<file path="src/rma_pkg.sv">
// Shared types and constants for the region map allocator.
package rma_pkg;

  localparam logic [1:0] REQ_ADD   = 2'd0;
  localparam logic [1:0] REQ_CUT   = 2'd1;
  localparam logic [1:0] REQ_ALLOC = 2'd2;

  localparam logic [1:0] ST_OK      = 2'd0;
  localparam logic [1:0] ST_NO_SLOT = 2'd1;
  localparam logic [1:0] ST_NO_FIT  = 2'd2;

  localparam logic [31:0] LIMIT_RESET = 32'hFFFFF000;
  localparam logic [39:0] TOTAL_MAX   = 40'hFF_FFFF_FFFF;

  // One table entry as it sits in the memory.
  typedef struct packed {
    logic [31:0] base;
    logic [31:0] length;
  } region_t;

endpackage

</file>
<file path="src/region_map_allocator_top.sv">
// Top level of the region map allocator: request sequencer around the region table.
//
// The block keeps a table of free physical regions in a single-port-read,
// single-port-write memory and serves one request transaction at a time. A
// transaction is taken when start is high and busy is low; busy then stays
// high until the result appears on the result ports for exactly one cycle,
// marked by done. The receiver cannot stall, so a result must be captured in
// the cycle done is high. After reset the block first sweeps the table to
// clear it with busy high; address_limit writes are taken at any time. Every
// table visit is one memory read followed by a check of its registered data,
// so an add visits the slots up to the first empty one, an allocate the slots
// up to the first fit, and a cut every slot in use plus the scans of up to
// two re-adds for every region it splits.
module region_map_allocator_top #(
  parameter int TABLE_ENTRIES = 32,
  parameter int PAGE_BYTES = 4096
) (
  input  logic        clk,
  input  logic        rst,
  input  logic        cfg_we,
  input  logic [31:0] cfg_wdata,
  input  logic        start,
  output logic        busy,
  input  logic [1:0]  req_type,
  input  logic [31:0] base_addr,
  input  logic [31:0] size_bytes,
  input  logic [31:0] end_addr,
  output logic        done,
  output logic [1:0]  status,
  output logic [31:0] alloc_addr,
  output logic [31:0] high_mark,
  output logic [39:0] allocated_total
);
  import rma_pkg::*;

  localparam int IDX_W = (TABLE_ENTRIES > 1) ? $clog2(TABLE_ENTRIES) : 1;
  localparam int CNT_W = $clog2(TABLE_ENTRIES + 1);
  localparam int PG_W = $clog2(PAGE_BYTES);
  localparam logic [CNT_W-1:0] ENTRIES_C = CNT_W'(TABLE_ENTRIES);
  localparam logic [32:0] PAGE_C = 33'(PAGE_BYTES);

  // Sequencer states.
  localparam logic [3:0] S_CLEAR   = 4'd0;
  localparam logic [3:0] S_IDLE    = 4'd1;
  localparam logic [3:0] S_AREAD   = 4'd2;  // add: read slot
  localparam logic [3:0] S_ACHECK  = 4'd3;  // add: test slot, write
  localparam logic [3:0] S_CREAD   = 4'd4;  // cut: read slot
  localparam logic [3:0] S_CCHECK  = 4'd5;  // cut: test overlap
  localparam logic [3:0] S_CPIECE  = 4'd6;  // cut: launch leftover adds
  localparam logic [3:0] S_LREAD   = 4'd7;  // allocate: read slot
  localparam logic [3:0] S_LCHECK  = 4'd8;  // allocate: test and write
  localparam logic [3:0] S_ADDPREP = 4'd9;  // add: clip and round
  localparam logic [3:0] S_DONE    = 4'd10;

  logic [3:0] state;
  logic [31:0] address_limit;

  // Memory port signals.
  logic             rd_en;
  logic [IDX_W-1:0] rd_idx;
  region_t          rd_data;
  logic             wr_en;
  logic [IDX_W-1:0] wr_idx;
  region_t          wr_data;

  rma_table #(.ENTRIES(TABLE_ENTRIES), .IDX_W(IDX_W)) u_table (
    .clk(clk), .rd_en(rd_en), .rd_idx(rd_idx), .rd_data(rd_data),
    .wr_en(wr_en), .wr_idx(wr_idx), .wr_data(wr_data)
  );

  // Request and scan registers.
  logic [32:0]       cut_lo, cut_hi;     // page-widened cut range
  logic [32:0]       need;               // page-rounded allocate size
  logic [CNT_W-1:0]  scan;               // cut / allocate slot index
  logic [CNT_W-1:0]  aslot;              // add slot index
  logic [32:0]       add_addr, add_len;  // raw add request
  logic [31:0]       ins_base, ins_len;  // rounded region to store
  logic              pend_hi;            // upper cut piece still to add
  logic [32:0]       hi_addr, hi_len;
  logic              in_cut;             // add runs on behalf of a cut
  logic [1:0]        st;
  logic [31:0]       res_addr;
  logic [CNT_W-1:0]  in_use;
  logic [31:0]       highest_end;
  logic [39:0]       total;

  // Add preparation: clip, round base up, trim to 2^32, round length down.
  logic [32:0] lim33, len_c, base_up, len_t, end33;
  logic        add_skip;
  always_comb begin
    lim33 = {1'b0, address_limit};
    len_c = add_len;
    if (add_addr + add_len > lim33) begin
      len_c = lim33 - add_addr;
    end
    base_up = add_addr;
    if (add_addr[PG_W-1:0] != '0) begin
      base_up = {add_addr[32:PG_W], {PG_W{1'b0}}} + PAGE_C;
    end
    len_t = len_c;
    if (base_up + len_c > 33'h1_0000_0000) begin
      len_t = 33'h1_0000_0000 - base_up;
    end
    add_skip = (add_addr > lim33) || (len_c == '0) || base_up[32];
    end33 = {1'b0, ins_base} + {1'b0, ins_len};
  end

  // Cut overlap arithmetic on the slot just read.
  logic [32:0] mb, me, olo, ohi;
  always_comb begin
    mb = {1'b0, rd_data.base};
    me = mb + {1'b0, rd_data.length};
    olo = (cut_lo < mb) ? mb : cut_lo;
    ohi = (cut_hi > me) ? me : cut_hi;
  end

  logic [40:0] total_sum;
  assign total_sum = {1'b0, total} + {8'd0, need};

  always_comb begin
    rd_en = 1'b0;
    rd_idx = '0;
    wr_en = 1'b0;
    wr_idx = '0;
    wr_data = '0;
    case (state)
      S_CLEAR: begin
        wr_en = 1'b1;
        wr_idx = scan[IDX_W-1:0];
      end
      S_AREAD: begin
        rd_en = 1'b1;
        rd_idx = aslot[IDX_W-1:0];
      end
      S_ACHECK: begin
        if (rd_data.length == '0) begin
          wr_en = 1'b1;
          wr_idx = aslot[IDX_W-1:0];
          wr_data.base = ins_base;
          wr_data.length = ins_len;
        end
      end
      S_CREAD, S_LREAD: begin
        rd_en = 1'b1;
        rd_idx = scan[IDX_W-1:0];
      end
      S_CCHECK: begin
        if (olo < ohi) begin
          wr_en = 1'b1;
          wr_idx = scan[IDX_W-1:0];
        end
      end
      S_LCHECK: begin
        if ({1'b0, rd_data.length} >= need) begin
          wr_en = 1'b1;
          wr_idx = scan[IDX_W-1:0];
          wr_data.base = rd_data.base + need[31:0];
          wr_data.length = rd_data.length - need[31:0];
        end
      end
      default: ;
    endcase
  end

  assign busy = (state != S_IDLE);

  always_ff @(posedge clk) begin
    if (rst) begin
      state <= S_CLEAR;
      scan <= '0;
      address_limit <= LIMIT_RESET;
      in_use <= '0;
      highest_end <= '0;
      total <= '0;
      done <= 1'b0;
      pend_hi <= 1'b0;
      in_cut <= 1'b0;
    end else begin
      done <= 1'b0;
      if (cfg_we) begin
        address_limit <= cfg_wdata;
      end
      case (state)
        S_CLEAR: begin
          if (scan == ENTRIES_C - 1'b1) begin
            state <= S_IDLE;
          end
          scan <= scan + 1'b1;
        end
        S_IDLE: begin
          if (start) begin
            st <= ST_OK;
            res_addr <= '0;
            scan <= '0;
            in_cut <= 1'b0;
            pend_hi <= 1'b0;
            add_addr <= {1'b0, base_addr};
            add_len <= {1'b0, size_bytes};
            cut_lo <= {1'b0, base_addr[31:PG_W], {PG_W{1'b0}}};
            if (end_addr[PG_W-1:0] != '0) begin
              cut_hi <= {1'b0, end_addr[31:PG_W], {PG_W{1'b0}}} + PAGE_C;
            end else begin
              cut_hi <= {1'b0, end_addr};
            end
            if (size_bytes[PG_W-1:0] != '0) begin
              need <= {1'b0, size_bytes[31:PG_W], {PG_W{1'b0}}} + PAGE_C;
            end else begin
              need <= {1'b0, size_bytes};
            end
            case (req_type)
              REQ_ADD:   state <= S_ADDPREP;
              REQ_CUT:   state <= S_CREAD;
              REQ_ALLOC: state <= S_LREAD;
              default:   state <= S_DONE;
            endcase
          end
        end
        S_ADDPREP: begin
          aslot <= '0;
          ins_base <= base_up[31:0];
          ins_len <= {len_t[31:PG_W], {PG_W{1'b0}}};
          if (add_skip) begin
            state <= in_cut ? S_CPIECE : S_DONE;
          end else begin
            state <= S_AREAD;
          end
        end
        S_AREAD: state <= S_ACHECK;
        S_ACHECK: begin
          if (rd_data.length == '0) begin
            if (aslot >= in_use) begin
              in_use <= aslot + 1'b1;
            end
            if (end33[32]) begin
              highest_end <= '1;
            end else if (end33[31:0] > highest_end) begin
              highest_end <= end33[31:0];
            end
            state <= in_cut ? S_CPIECE : S_DONE;
          end else if (aslot == ENTRIES_C - 1'b1) begin
            st <= ST_NO_SLOT;
            state <= in_cut ? S_CPIECE : S_DONE;
          end else begin
            aslot <= aslot + 1'b1;
            state <= S_AREAD;
          end
        end
        S_CREAD: begin
          if (scan >= in_use || scan == ENTRIES_C) begin
            state <= S_DONE;
          end else begin
            state <= S_CCHECK;
          end
        end
        S_CCHECK: begin
          if (olo < ohi) begin
            pend_hi <= ohi < me;
            hi_addr <= ohi;
            hi_len <= me - ohi;
            in_cut <= 1'b1;
            if (olo > mb) begin
              add_addr <= mb;
              add_len <= olo - mb;
              state <= S_ADDPREP;
            end else begin
              state <= S_CPIECE;
            end
          end else begin
            scan <= scan + 1'b1;
            state <= S_CREAD;
          end
        end
        S_CPIECE: begin
          if (pend_hi) begin
            pend_hi <= 1'b0;
            add_addr <= hi_addr;
            add_len <= hi_len;
            state <= S_ADDPREP;
          end else begin
            scan <= scan + 1'b1;
            state <= S_CREAD;
          end
        end
        S_LREAD: begin
          if (scan >= in_use || scan == ENTRIES_C) begin
            st <= ST_NO_FIT;
            state <= S_DONE;
          end else begin
            state <= S_LCHECK;
          end
        end
        S_LCHECK: begin
          if ({1'b0, rd_data.length} >= need) begin
            res_addr <= rd_data.base;
            total <= total_sum[40] ? TOTAL_MAX : total_sum[39:0];
            state <= S_DONE;
          end else begin
            scan <= scan + 1'b1;
            state <= S_LREAD;
          end
        end
        S_DONE: begin
          done <= 1'b1;
          state <= S_IDLE;
        end
        default: state <= S_IDLE;
      endcase
    end
  end

  assign status = st;
  assign alloc_addr = res_addr;
  assign high_mark = highest_end;
  assign allocated_total = total;

`ifndef ASSERT_OFF
  a_done_from_done_state: assert property (@(posedge clk) disable iff (rst)
    done |-> $past(state) == S_DONE) else $error("done without finishing state");
  a_done_idle: assert property (@(posedge clk) disable iff (rst)
    done |-> !busy) else $error("busy while result shown");
  a_in_use_bound: assert property (@(posedge clk) disable iff (rst)
    in_use <= ENTRIES_C) else $error("entry count past table size");
  a_total_mono: assert property (@(posedge clk) disable iff (rst)
    !$past(rst) |-> total >= $past(total)) else $error("allocated total went down");
`endif

endmodule

</file>
<file path="src/rma_table.sv">
// Region table memory: one write port, one registered read port; the top level clears it in its sweep state.
module rma_table #(
  parameter int ENTRIES = 32,
  parameter int IDX_W = 5
) (
  input  logic                 clk,
  input  logic                 rd_en,
  input  logic [IDX_W-1:0]     rd_idx,
  output rma_pkg::region_t     rd_data,
  input  logic                 wr_en,
  input  logic [IDX_W-1:0]     wr_idx,
  input  rma_pkg::region_t     wr_data
);
  import rma_pkg::*;

  region_t mem [ENTRIES];

  always_ff @(posedge clk) begin
    if (wr_en) begin
      mem[wr_idx] <= wr_data;
    end
    if (rd_en) begin
      rd_data <= mem[rd_idx];
    end
  end

endmodule

</file>
<file path="config.mk">
export PLATFORM = sky130hd
export DESIGN_NAME = region_map_allocator_top
export DESIGN_NICKNAME = d
export VERILOG_FILES = /design/src/rma_pkg.sv /design/src/region_map_allocator_top.sv /design/src/rma_table.sv
export SDC_FILE = /design/constraint.sdc
export NUM_CORES = 2
export LEC_CHECK = 0
export BUFFER_PORTS_ARGS = -buffer_cell sky130_fd_sc_hd__buf_4
export CORE_MARGIN = 5
export CORE_UTILIZATION = 35
export CTS_CLUSTER_DIAMETER = 40
export DETAILED_ROUTE_END_ITERATION = 8
export GPL_TIMING_DRIVEN = 0
export PLACE_DENSITY_LB_ADDON = 0.2
export RECOVER_POWER = 100
export SLEW_MARGIN = 30
export SYNTH_ARGS = -nofsm -noshare
export SYNTH_HDL_FRONTEND = slang
export SYNTH_SLANG_ARGS = --single-unit
</file>
<file path="constraint.sdc">
create_clock -name clk -period 40.4 [get_ports clk]
set_input_delay 4.04 -clock clk [delete_from_list [all_inputs] [get_ports clk]]
set_output_delay 4.04 -clock clk [all_outputs]
set_load 0.02 [all_outputs]
</file>
==> flow_summary.ini <==
[run_status]
outcome = finished with violations
violations = max-capacitance violations, max-slew violations

[power]
p_seq_share_pct = 45.2
power_switching_share_pct = 22.4
switchingPower_mw = 1.43
p_total_mw = 6.38
power_density_nw_per_um2 = 45.1
p_int_mw = 4.96
pwr-share-clk_pct = 51.7
leakage_nw = 52.7
power_frac_comb_pct = 3.1
peakVddDrop_uv = 45.5

[worst_setup_path]
path_depth = 41
crit_family = compound AO/OA/AOI/OAI gates
slowest_stage = o311ai_0
end_kind = flop
rrSetupSlack_ns = 22.11
crit_required_ns = 40.96
cp_max_fo = 10
r2r_cells = 41
timing.rr.start = u_table.rd_data[32]$_DFFE_PN_
start_kind = flop
critPathMostFrequentCell = clkbuf_1
worst-setup-path-type = reg -> reg
crit_end = u_table.mem[19][55]$_DFFE_PP_
cp.arrival_ns = 18.85
crit_buf_inv = 11
max_stage_delay_ns = 2.51
reg2reg_to = u_table.mem[19][55]$_DFFE_PP_
critPathLaunch = u_table.rd_data[32]$_DFFE_PN_

[finish]
nNetsFinal = 10100
final_cells = 14300
design_area_um2 = 141000
syn_to_final_growth_pct = 18.8
drive_gt1_share_pct = 15.1
final_core_util_pct = 41.7

[grt]
grt_usage_pct = 24.1
grt-ovfl-total = 0
grt_pass1_vias = 78800
grt_start_max_net_pins = 33
antenna_found_initial = 36
grt_pass1_wl_um = 606000

[synth]
synth-xor-area-share_pct = 2.29
synth.avg_cell_area_um2 = 14.3
synth_cells = 8324
synth_edf_count = 2422
ys_ff_latch = 2545
synth.area.mux_share_pct = 10.7
synthSimpleGateAreaFrac_pct = 9.57
syn_area_um2 = 119000
seq_area_frac_synth_pct = 63.1
ys_types = 117
synth_compound_area_share_pct = 7.07
synth_ff_type = edfxtp_1
synth_top_family_by_area = multiplexers
synthAdderAreaFrac_pct = 5.02
async_flop_share_pct = 0
yosysWarnings = 0

[placement]
dp.cells = 13600
place_congestion = 0.956
placed_area_um2 = 133000
io_buffers = 239
post-place-ws_ns = 27.18
dp_hpwl_um = 344000

[clocking]
clock_sinks = 2545
clk_pin_slew_ns = 0.06
worstSkewPairLatency_ns = 0.97
tritoncts = yes
cts_setup_buffers = 0
cts_hold_buf = 0
cts_resized = 0
cts.path.max_buffers = 4
numCtsBuffers = 376
clk_root_buffer_cell = clkbuf_16
htree_levels = 5

[sta]
period_needed_ns = 18.29
hold_violations = 0
fin_crit_sh_pct = 45.3
whs_ns = 0.496
finalSetupViolations = 0
tightest_slew_ns = 3.28
slew_viol_final = 1251
max_slew_margin_pct = -121
max_clock_freq_ghz = 0.0547
setup_slack_ns = 22.11
fin_setup_tns_ns = 0
rsz0062_at_grt = false
finalClockSkew_ns = 0.0950

[route]
wirelength_um = 438000
routedWlPerCell_um = 30.5
postRouteAntennaNets = 0
via_count = 79600
firstDrtPassIters = 6
avgViaCountPerCell = 5.55
drt_iter0_drc = 8212
drc = 0

[worst_hold_path]
min_path_type = reg -> reg

[floorplanning]
placeableCoreArea_um2 = 340000
die-height_um = 593
fp.dieW_um = 593
rows = 214
ios = 242
dieArea_um2 = 352000
initial_core_util_pct = 35.1

[flow_run]
drv_cap = 45
-- worst min path at each step --
stage / from / endpoint / slack [ns] / cells after the start
after detailed placement: allocated_total[13]$_SDFFE_PP0P_ / allocated_total[13]$_SDFFE_PP0P_ / 0.49 / 2
after floorplan: in_use[1]$_SDFFE_PP0P_ / in_use[1]$_SDFFE_PP0P_ / 0.46 / 2
after global placement: allocated_total[13]$_SDFFE_PP0P_ / allocated_total[13]$_SDFFE_PP0P_ / 0.47 / 2
final: in_use[3]$_SDFFE_PP0P_ / in_use[3]$_SDFFE_PP0P_ / 0.50 / 2
after global routing: allocated_total[12]$_SDFFE_PP0P_ / allocated_total[12]$_SDFFE_PP0P_ / 0.52 / 2
after CTS: allocated_total[13]$_SDFFE_PP0P_ / allocated_total[13]$_SDFFE_PP0P_ / 0.49 / 2
-- final cells by class --
type	count	area, µm²
Clock buffer	418	9690
Clock inverter	280	3210
Tap cell	4536	5680
Antenna cell	12	30.0
Timing Repair Buffer	725	3580
Sequential cell	2545	75200
Fill cell	31800	198000
Inverter	332	1250
Multi-Input combinational cell	5149	41400
Buffer	345	1400
-- worst min-delay path, cell delays in order (launching register included) --
cell and delay [ns]:
dfxtp_1 0.30, nor2_1 0.09, a211oi_1 0.05
-- power groups by stage --
stage / sequential, mW / combinational, mW / clock (mW)
2_1_floorplan: 2.93 / 0.118 / 0
3_3_place_gp: 2.94 / 0.195 / 0
3_5_place_dp: 2.94 / 0.205 / 0
4_1_cts: 2.88 / 0.207 / 3.35
5_1_grt: 2.88 / 0.214 / 3.47
6_report: 2.88 / 0.199 / 3.30
-- registers in the layout, summed over array words and instances, names as in the netlist, 33 cells and up --
name	count
add_addr	33
add_len	33
cut_hi	33
allocated_total	40
hi_addr	33
need	33
u_table.mem	2048
u_table.rd_data	64
hi_len	33
-- cell usage after synthesis (all sizes together) (51+ instances only) --
cell	count	area, µm²
a211oi	61	468
a21o	160	1200
a21oi	289	1470
a22oi	72	541
and2	51	319
and3	54	343
buf	124	563
clkbuf	221	831
dfxtp	123	2460
edfxtp	2422	72700
ha	464	5810
inv	331	1240
mux2	61	766
mux4	512	11500
nand2	949	3560
nand2b	52	325
nand3	481	2420
nand4	75	469
nor2	342	1290
nor2b	59	369
nor3	203	1020
nor4	71	490
o21a	63	474
o21ai	268	1340
xnor2	207	1810
xor2	104	911
-- cells in the final DEF, fill, tap and decap left out, drive strengths merged, types with 52 or more instances in the layout --
cell / netlist / routed
edfxtp: 2422 / 2422
clkbuf: 221 / 1263
nand2: 949 / 949
mux4: 512 / 512
nand3: 481 / 481
ha: 464 / 464
inv: 331 / 381
nor2: 342 / 342
a21oi: 289 / 289
o21ai: 268 / 268
buf: 124 / 225
xnor2: 207 / 207
nor3: 203 / 203
a21o: 160 / 160
clkinv: 1 / 140
dfxtp: 123 / 123
xor2: 104 / 104
nand4: 75 / 75
a22oi: 72 / 72
nor4: 71 / 71
o21a: 63 / 63
a211oi: 61 / 61
mux2: 61 / 61
nor2b: 59 / 59
and3: 54 / 54
nand2b: 52 / 52
clkinvlp: 0 / 52
-- metal layers --
metal / share of wire, % / vias to the layer above / global-route usage, %
li1: - / 34700 / -
met1: 40 / 40800 / 31.6
met2: 47 / 3312 / 39.6
met3: 7.3 / 796 / 3.83
met4: 5.5 / 10 / 10.8
met5: 0.013 / - / 0
-- cells by family after synthesis --
group                      after synthesis
adders and majority gates              473
DFF                                   2545
buffers and inverters                  677
muxes                                  619
other                                    2
and+or+nand+nor                       2441
xor gates and xnor gates               311
AOI/OAI and AO/OA                     1256
(Power assumes the default switching activity.)
